File: src/rtl/core/stk_pkg.sv
// ----------------------------------------------------------------------------
// Streaming top-k select package
// Shared constants for the configuration port and the control type for the selection cells.
// ----------------------------------------------------------------------------
package stk_pkg;

  // Configuration port geometry: one 32-bit register at byte address zero.
  localparam int ADDR_BITS = 3;
  localparam int DATA_BITS = 32;
  localparam int KEEP_BITS = 5;

  // Register index, taken from address bit 2.
  localparam logic [0:0] REG_KEEP_COUNT = 1'b0;

  localparam logic [KEEP_BITS-1:0] KEEP_RESET = 5'd10;

  // Per-cell control, computed once in the top level for every cell.
  typedef struct packed {
    logic en;         // a request is accepted this cycle
    logic occupied;   // this cell holds a ranked entry
    logic in_window;  // this cell lies below the effective keep count
  } cell_ctrl_t;

endpackage

File: src/rtl/core/streaming_top_k_select_top.sv
// ----------------------------------------------------------------------------
// Streaming top-k select, top level
// Latency: a query's first result is offered the cycle after its last score
//   is accepted; results then follow one per cycle while taken.
// Throughput: one score per cycle. A last score waits while the previous
//   query's drain is busy, unless its final result is taken in that cycle.
// Reset: fill count, position counter and drain empty; keep_count to 10.
// ----------------------------------------------------------------------------
module streaming_top_k_select_top #(
  parameter int MAX_KEEP      = 16,
  parameter int SCORE_BITS    = 32,
  parameter int POSITION_BITS = 16
) (
  input  logic                              clk,
  input  logic                              rst,
  // Score requests. s_tdata: score. s_tlast: final_item.
  input  logic                              s_tvalid,
  output logic                              s_tready,
  input  logic [((SCORE_BITS+7)/8)*8-1:0]   s_tdata,
  input  logic                              s_tlast,
  // Ranked results. m_tdata, lowest bit up: rank, doc_position, best_score.
  // m_tlast: run_end.
  output logic                              m_tvalid,
  input  logic                              m_tready,
  output logic [(((MAX_KEEP > 1 ? $clog2(MAX_KEEP) : 1) + POSITION_BITS
                  + SCORE_BITS + 7) / 8) * 8 - 1:0] m_tdata,
  output logic                              m_tlast,
  // Configuration port.
  input  logic                              psel,
  input  logic                              penable,
  input  logic                              pwrite,
  input  logic [stk_pkg::ADDR_BITS-1:0]     paddr,
  input  logic [stk_pkg::DATA_BITS-1:0]     pwdata,
  output logic [stk_pkg::DATA_BITS-1:0]     prdata,
  output logic                              pready
);

  localparam int FILL_BITS = $clog2(MAX_KEEP + 1);
  localparam int RANK_BITS = (MAX_KEEP > 1) ? $clog2(MAX_KEEP) : 1;
  localparam int OUT_BITS  = RANK_BITS + POSITION_BITS + SCORE_BITS;
  localparam int OUT_W     = ((OUT_BITS + 7) / 8) * 8;
  localparam int KB        = stk_pkg::KEEP_BITS;

  // ---------------------------------------------------------------------------
  // Configuration register. Register index is address bit 2; reads return
  // zero for any index other than keep_count.
  // ---------------------------------------------------------------------------
  logic [KB-1:0] keep_count;
  logic          cfg_hit;

  assign pready  = 1'b1;
  assign cfg_hit = (paddr[2:2] == stk_pkg::REG_KEEP_COUNT);
  assign prdata  = cfg_hit ? {{(stk_pkg::DATA_BITS-KB){1'b0}}, keep_count} : '0;

  always_ff @(posedge clk) begin
    if (rst) begin
      keep_count <= stk_pkg::KEEP_RESET;
    end else if (psel && penable && pwrite && pready && cfg_hit) begin
      keep_count <= pwdata[KB-1:0];
    end
  end

  // Effective keep count: zero acts as one, and anything above the cell
  // count is held to the cell count.
  logic [FILL_BITS-1:0] limit;

  always_comb begin
    if (keep_count == '0) begin
      limit = FILL_BITS'(1);
    end else if (32'(keep_count) > 32'(MAX_KEEP)) begin
      limit = FILL_BITS'(MAX_KEEP);
    end else begin
      limit = FILL_BITS'(keep_count);
    end
  end

  // ---------------------------------------------------------------------------
  // Fill count and position counter. A lowered keep count drops the tail of
  // the list before the new score is placed.
  // ---------------------------------------------------------------------------
  logic [FILL_BITS-1:0]     fill;
  logic [FILL_BITS-1:0]     fill_clamped;
  logic [FILL_BITS-1:0]     fill_next;
  logic [POSITION_BITS-1:0] pos_count;
  logic                     accept;
  logic                     drain_free;

  assign fill_clamped = (fill > limit) ? limit : fill;
  assign fill_next    = (fill_clamped < limit) ? fill_clamped + FILL_BITS'(1)
                                               : fill_clamped;

  // Only a last score needs the drain; ordinary scores are always taken.
  assign s_tready = drain_free || !s_tlast;
  assign accept   = s_tvalid && s_tready;

  always_ff @(posedge clk) begin
    if (rst) begin
      fill      <= '0;
      pos_count <= '0;
    end else if (accept) begin
      if (s_tlast) begin
        fill      <= '0;
        pos_count <= '0;
      end else begin
        fill <= fill_next;
        if (pos_count != '1) begin
          pos_count <= pos_count + POSITION_BITS'(1);
        end
      end
    end
  end

  // ---------------------------------------------------------------------------
  // Row of selection cells. Each cell compares its entry with the new score
  // locally; a cell whose upper neighbor still ranks at or above the new
  // score takes the new entry, and the cells below it shift down by one.
  // ---------------------------------------------------------------------------
  logic signed [SCORE_BITS-1:0]    new_score;
  logic signed [SCORE_BITS-1:0]    c_score      [MAX_KEEP];
  logic signed [SCORE_BITS-1:0]    c_score_next [MAX_KEEP];
  logic        [POSITION_BITS-1:0] c_pos        [MAX_KEEP];
  logic        [POSITION_BITS-1:0] c_pos_next   [MAX_KEEP];
  logic                            c_ge         [MAX_KEEP];

  assign new_score = s_tdata[SCORE_BITS-1:0];

  for (genvar i = 0; i < MAX_KEEP; i++) begin : g_cell
    stk_pkg::cell_ctrl_t             ctrl;
    logic signed [SCORE_BITS-1:0]    up_score;
    logic        [POSITION_BITS-1:0] up_pos;
    logic                            up_ge;

    assign ctrl.en        = accept;
    assign ctrl.occupied  = (FILL_BITS'(i) < fill_clamped);
    assign ctrl.in_window = (FILL_BITS'(i) < limit);

    if (i == 0) begin : g_head
      assign up_score = new_score;
      assign up_pos   = pos_count;
      assign up_ge    = 1'b1;
    end else begin : g_body
      assign up_score = c_score[i-1];
      assign up_pos   = c_pos[i-1];
      assign up_ge    = c_ge[i-1];
    end

    stk_cell #(
      .SCORE_BITS    (SCORE_BITS),
      .POSITION_BITS (POSITION_BITS)
    ) u_cell (
      .clk        (clk),
      .ctrl       (ctrl),
      .new_score  (new_score),
      .new_pos    (pos_count),
      .prev_score (up_score),
      .prev_pos   (up_pos),
      .prev_ge    (up_ge),
      .score      (c_score[i]),
      .pos        (c_pos[i]),
      .ge         (c_ge[i]),
      .score_next (c_score_next[i]),
      .pos_next   (c_pos_next[i])
    );
  end

  // ---------------------------------------------------------------------------
  // Output drain. The list as it stands after the last score is copied in
  // the same cycle, so the cells are free for the next query at once.
  // ---------------------------------------------------------------------------
  logic signed [SCORE_BITS-1:0]    head_score;
  logic        [POSITION_BITS-1:0] head_pos;
  logic        [RANK_BITS-1:0]     head_rank;

  stk_drain #(
    .MAX_KEEP      (MAX_KEEP),
    .SCORE_BITS    (SCORE_BITS),
    .POSITION_BITS (POSITION_BITS),
    .FILL_BITS     (FILL_BITS),
    .RANK_BITS     (RANK_BITS)
  ) u_drain (
    .clk        (clk),
    .rst        (rst),
    .load       (accept && s_tlast),
    .load_count (fill_next),
    .load_score (c_score_next),
    .load_pos   (c_pos_next),
    .pop        (m_tready),
    .valid      (m_tvalid),
    .free       (drain_free),
    .head_score (head_score),
    .head_pos   (head_pos),
    .rank       (head_rank),
    .last       (m_tlast)
  );

  assign m_tdata = {{(OUT_W-OUT_BITS){1'b0}}, head_score, head_pos, head_rank};

endmodule

File: src/rtl/core/stk_cell.sv
// ----------------------------------------------------------------------------
// Selection cell
// Holds one ranked entry; compares against the new score and either keeps its
// entry, takes the new one, or takes its upper neighbor's entry.
// ----------------------------------------------------------------------------
module stk_cell #(
  parameter int SCORE_BITS    = 32,
  parameter int POSITION_BITS = 16
) (
  input  logic                            clk,
  input  stk_pkg::cell_ctrl_t             ctrl,
  input  logic signed [SCORE_BITS-1:0]    new_score,
  input  logic        [POSITION_BITS-1:0] new_pos,
  input  logic signed [SCORE_BITS-1:0]    prev_score,
  input  logic        [POSITION_BITS-1:0] prev_pos,
  input  logic                            prev_ge,
  output logic signed [SCORE_BITS-1:0]    score,
  output logic        [POSITION_BITS-1:0] pos,
  output logic                            ge,
  output logic signed [SCORE_BITS-1:0]    score_next,
  output logic        [POSITION_BITS-1:0] pos_next
);

  // Equal held scores stay ahead of the new one.
  assign ge = ctrl.occupied && (score >= new_score);

  always_comb begin
    score_next = score;
    pos_next   = pos;
    if (ctrl.in_window && !ge) begin
      if (prev_ge) begin
        score_next = new_score;
        pos_next   = new_pos;
      end else begin
        score_next = prev_score;
        pos_next   = prev_pos;
      end
    end
  end

  always_ff @(posedge clk) begin
    if (ctrl.en) begin
      score <= score_next;
      pos   <= pos_next;
    end
  end

endmodule

File: src/rtl/core/stk_drain.sv
// ----------------------------------------------------------------------------
// Output drain
// Snapshot of the ranked list that shifts toward the output one entry per
// accepted result, so a new query can fill the cells meanwhile.
// ----------------------------------------------------------------------------
module stk_drain #(
  parameter int MAX_KEEP      = 16,
  parameter int SCORE_BITS    = 32,
  parameter int POSITION_BITS = 16,
  parameter int FILL_BITS     = 5,
  parameter int RANK_BITS     = 4
) (
  input  logic                            clk,
  input  logic                            rst,
  input  logic                            load,
  input  logic        [FILL_BITS-1:0]     load_count,
  input  logic signed [SCORE_BITS-1:0]    load_score [MAX_KEEP],
  input  logic        [POSITION_BITS-1:0] load_pos   [MAX_KEEP],
  input  logic                            pop,
  output logic                            valid,
  output logic                            free,
  output logic signed [SCORE_BITS-1:0]    head_score,
  output logic        [POSITION_BITS-1:0] head_pos,
  output logic        [RANK_BITS-1:0]     rank,
  output logic                            last
);

  logic signed [SCORE_BITS-1:0]    ent_score [MAX_KEEP];
  logic        [POSITION_BITS-1:0] ent_pos   [MAX_KEEP];
  logic        [FILL_BITS-1:0]     left;

  assign valid      = (left != '0);
  assign last       = (left == FILL_BITS'(1));
  assign free       = !valid || (last && pop);
  assign head_score = ent_score[0];
  assign head_pos   = ent_pos[0];

  always_ff @(posedge clk) begin
    if (rst) begin
      left <= '0;
      rank <= '0;
    end else if (load) begin
      left <= load_count;
      rank <= '0;
    end else if (pop && valid) begin
      left <= left - FILL_BITS'(1);
      rank <= rank + RANK_BITS'(1);
    end
  end

  for (genvar i = 0; i < MAX_KEEP; i++) begin : g_ent
    always_ff @(posedge clk) begin
      if (load) begin
        ent_score[i] <= load_score[i];
        ent_pos[i]   <= load_pos[i];
      end else if (pop && valid) begin
        if (i + 1 < MAX_KEEP) begin
          ent_score[i] <= ent_score[(i + 1) % MAX_KEEP];
          ent_pos[i]   <= ent_pos[(i + 1) % MAX_KEEP];
        end
      end
    end
  end

endmodule

File: config.mk
export PLATFORM = sky130hd
export DESIGN_NAME = streaming_top_k_select_top
export DESIGN_NICKNAME = d
export VERILOG_FILES = /design/src/rtl/core/stk_pkg.sv /design/src/rtl/core/streaming_top_k_select_top.sv /design/src/rtl/core/stk_cell.sv /design/src/rtl/core/stk_drain.sv
export SDC_FILE = /design/constraint.sdc
export NUM_CORES = 2
export LEC_CHECK = 0
export ABC_AREA = 1
export BUFFER_PORTS_ARGS = -buffer_cell sky130_fd_sc_hd__buf_2
export CAP_MARGIN = 20
export CORE_MARGIN = 2
export CORE_UTILIZATION = 37
export DETAILED_ROUTE_END_ITERATION = 10
export PLACE_DENSITY = 0.57
export SYNTH_ARGS = -nofsm -noshare
export SYNTH_HDL_FRONTEND = slang
export SYNTH_SLANG_ARGS = --single-unit
File: constraint.sdc
create_clock -name clk -period 101.2 [get_ports clk]
set_input_delay 0 -clock clk [delete_from_list [all_inputs] [get_ports clk]]
set_output_delay 0 -clock clk [all_outputs]
set_load 0.005 [all_outputs]
==> qor.yml <==
fillers: 24510
clockBufferDepth: 3
p_leak_nw: 44.98
yosysSeqAreaShare_pct: 50.69
dpl.cell_count: 13880
syn_area_um2: 92370
rsz0062_at_grt: "no"
final_cells: 14270
power.total_mw: 2.819
status: "finished clean"
grt_max_degree: 177
num_rows: 183
worstSetupEndpointType: "flip-flop"
yosys.area.top_type_share_pct: 49.94
rr_startpoint: "u_drain.left[0]$_SDFFE_PP0P_"
postLayoutCoreUtil_pct: 40.97
ant_nets: 0
first_pass_iters: 6
crit_chain: "inv_1 -> ha_1 -> nand2_1 -> or2_1 -> nand3_1 -> nand2_2 -> inv_8 -> nand2_1 -> nand2_4 -> buf_4 -> buf_4 -> buf_4 -> buf_4 -> nand2_1 -> nand2_1"
min_to: "g_cell[0].up_pos[13]$_SDFFE_PP0P_"
synth_cells: 10910
final_cell_area_um2: 101800
max_clock_freq_mhz: 149.2
cpLargestDelayFamily: "buffers and inverters"
drc_errors: 0
fin_crit_sh_pct: 6.621
die_area_um2: 253700
slowest_stage: "buf_4"
critPathRequiredTime_ns: 101.87
maxCapViolCount: 0
powerDensity_nw_per_um2: 27.69
min_path_cells: 3
synth-seq-cells: 1571
synth_top_area_cell: "edfxtp_1"
grt_pass1_vias: 72620
tightest_slew_ns: 1.155
clk_latency_ns: 0.84
worst_hold_path_type: "primary input to flip-flop"
placed_area_um2: 95750
grt_overflow: 0
crit_buf_inv: 6
reg2reg_slack_ns: 94.50
path_max_fanout: 97
first_iter_violations: 6211
viasPerCell: 5.107
start_util_pct: 37.18
finClkSkew_ns: 0.03134
die_y_um: 503.6
syn_area_per_cell_um2: 8.464
cts-root-buf: "clkbuf_16"
synth_area_leaders: "edfxtp_1, nand2_1, nand3_1, ha_1, and2_1"
ctsResizeCount: 0
ctsHtreeMaxLevel: 4
yosysWarnings: 0
ys.flop_type: "edfxtp_1"
drive_gt1_share_pct: 5.464
syn_to_final_growth_pct: 10.21
wl_per_cell_um: 18.73
cp.arrival_ns: 7.37
globalplace.congestion: 0.8656
critPathLaunch: "u_drain.left[0]$_SDFFE_PP0P_"
ir_drop_v: 0.00002361
core_um2: 248400
reg2reg_depth: 15
setup_viol: 0
hold_buffers: 59
rr_endpoint: "u_drain.ent_score[0][31]$_DFFE_PP_"
cts_buffers: 177
place_hpwl_um: 184100
drt_wl_total_um: 267200
synth_cell_types: 44
cp-start-kind: "flip-flop"
synth_edf_count: 1536
hold_viol_final: 0
totalNegativeSetupSlack_ns: 0
slew_headroom_pct: 23.01
cts_tree: "done"
fin_nets: 11390
io_buffers: 105
min_from: "rst"
cts_sinks: 1571
slew_violations: 0
min_period_ns: 6.701
die_w_um: 503.6
antenna_found_initial: 20
cpPeakStageDelay_ns: 0.94
vias: 72870
groute.usage.overall_pct: 20.88
ys_async_sr_fraction_pct: 0
post_cts_buffers: 0
ioPinCount: 167
grt_pass1_wl_um: 421000
critical_path_class: "flip-flop to flip-flop"
clk_pin_slew_ns: 0.06
## worst max-delay path by stage
stage | cells past startpoint | end
floorplan | 11 | u_drain.left[2]$_SDFFE_PP0P_
global placement | 15 | u_drain.ent_score[0][31]$_DFFE_PP_
detailed placement | 15 | u_drain.ent_score[0][31]$_DFFE_PP_
CTS | 15 | u_drain.ent_score[0][31]$_DFFE_PP_
global route | 15 | u_drain.ent_score[0][31]$_DFFE_PP_
finish | 15 | u_drain.ent_score[0][31]$_DFFE_PP_
## cells in the mapped netlist (6+ instances only)
library cell / number
nand2_1: 3903
nand3_1: 1989
edfxtp_1: 1536
inv_1: 823
and2_1: 618
ha_1: 526
clkbuf_1: 310
a21oi_1: 273
buf_2: 239
nor2_1: 171
o21ai_0: 116
buf_4: 90
nand4_1: 50
o21ai_1: 47
dfxtp_1: 35
o21a_1: 35
buf_1: 29
a21o_1: 14
nor3_1: 14
inv_2: 12
nand2_2: 9
o21ai_2: 9
nor3b_1: 7
and3_1: 6
nor2_2: 6
## flip-flops by register name (all words and copies together), names as in the netlist
signal,cells
u_drain.left,5
g_cell.up_pos,16
u_drain.ent_pos,256
keep_count,5
u_drain.rank,4
g_cell.u_cell.score,512
fill,5
u_drain.ent_score,512
g_cell.u_cell.pos,256
## power by group
group / total [mW] / switching, mW / internal, mW / leakage [nW]
sequential: 1.23 / 0.112 / 1.12 / 15.1
combinational: 0.960 / 0.662 / 0.297 / 27.3
clock: 0.625 / 0.276 / 0.349 / 2.62
## worst min-delay path, stage by stage
cell and delay, ns:
dlygate4sd3_1 0.54, buf_2 0.22, a21oi_1 0.13
## metal layers
metal / wire [µm] / global-route usage (%) / vias to the layer above
met5: 34 / 0 / -
met4: 7137 / 6.192 / 4
met3: 15900 / 2.407 / 353
met2: 124700 / 35.03 / 2153
met1: 119400 / 28.26 / 34290
li1: - / - / 36070
## stage by stage
step           hold WS (ns)  worst slack, ns
2_1_floorplan       0.03110            63.23
3_3_place_gp         0.2231            94.41
3_5_place_dp         0.2310            94.34
4_1_cts             0.03470            94.46
5_1_grt              0.1138            94.10
6_report             0.1087            94.50
## area by class of cell
| type | count | area (µm²) | area share [%] |
|---|---|---|---|
| repair buffers | 331 | 2560 | 2.515 |
| inverters | 838 | 3161 | 3.105 |
| multi-input cells | 7866 | 39680 | 38.98 |
| diodes | 12 | 30.03 | 0.02950 |
| flip-flops and latches | 1571 | 46820 | 46.00 |
| well taps | 3330 | 4167 | 4.093 |
| clock inverters | 87 | 570.5 | 0.5605 |
| clock buffers | 234 | 4801 | 4.716 |
## layout by cell type, fill, tap and decap left out, drive strengths merged
cell type and n:
nor3b 7, o21a 35, a21o 14, ha 526, clkinv 77, and2 618
o21ai 174, diode 12, o22ai 2, dlygate4sd3 59, dfxtp 35, nand2 3915
a211oi 4, clkbuf 234, conb 32, bufinv 7, buf 272, and3 6
a21oi 277, nand3 1991, a21boi 3, nand3b 1, xnor2 3, o221a 1
nor3 14, nor4 5, edfxtp 1536, o211ai 3, xor2 4, nand4 50
inv 840, nor2 179, clkinvlp 1, or2 2
## cells by family (layout without fill, tap and decap cells)
group	count (synthesis)	count (layout)	share of synthesized area (%)
other	2	44	0.008131
flip-flops	1571	1571	50.69
adder cells (fa/ha/maj)	526	526	7.125
buffers and inverters	1506	1490	6.810
XOR/XNOR	7	7	0.06638
AND/OR/NAND/NOR	6788	6788	32.27
AO/OA/AOI/OAI	513	513	3.026
Note: power is estimated with default switching activity, not from simulation.
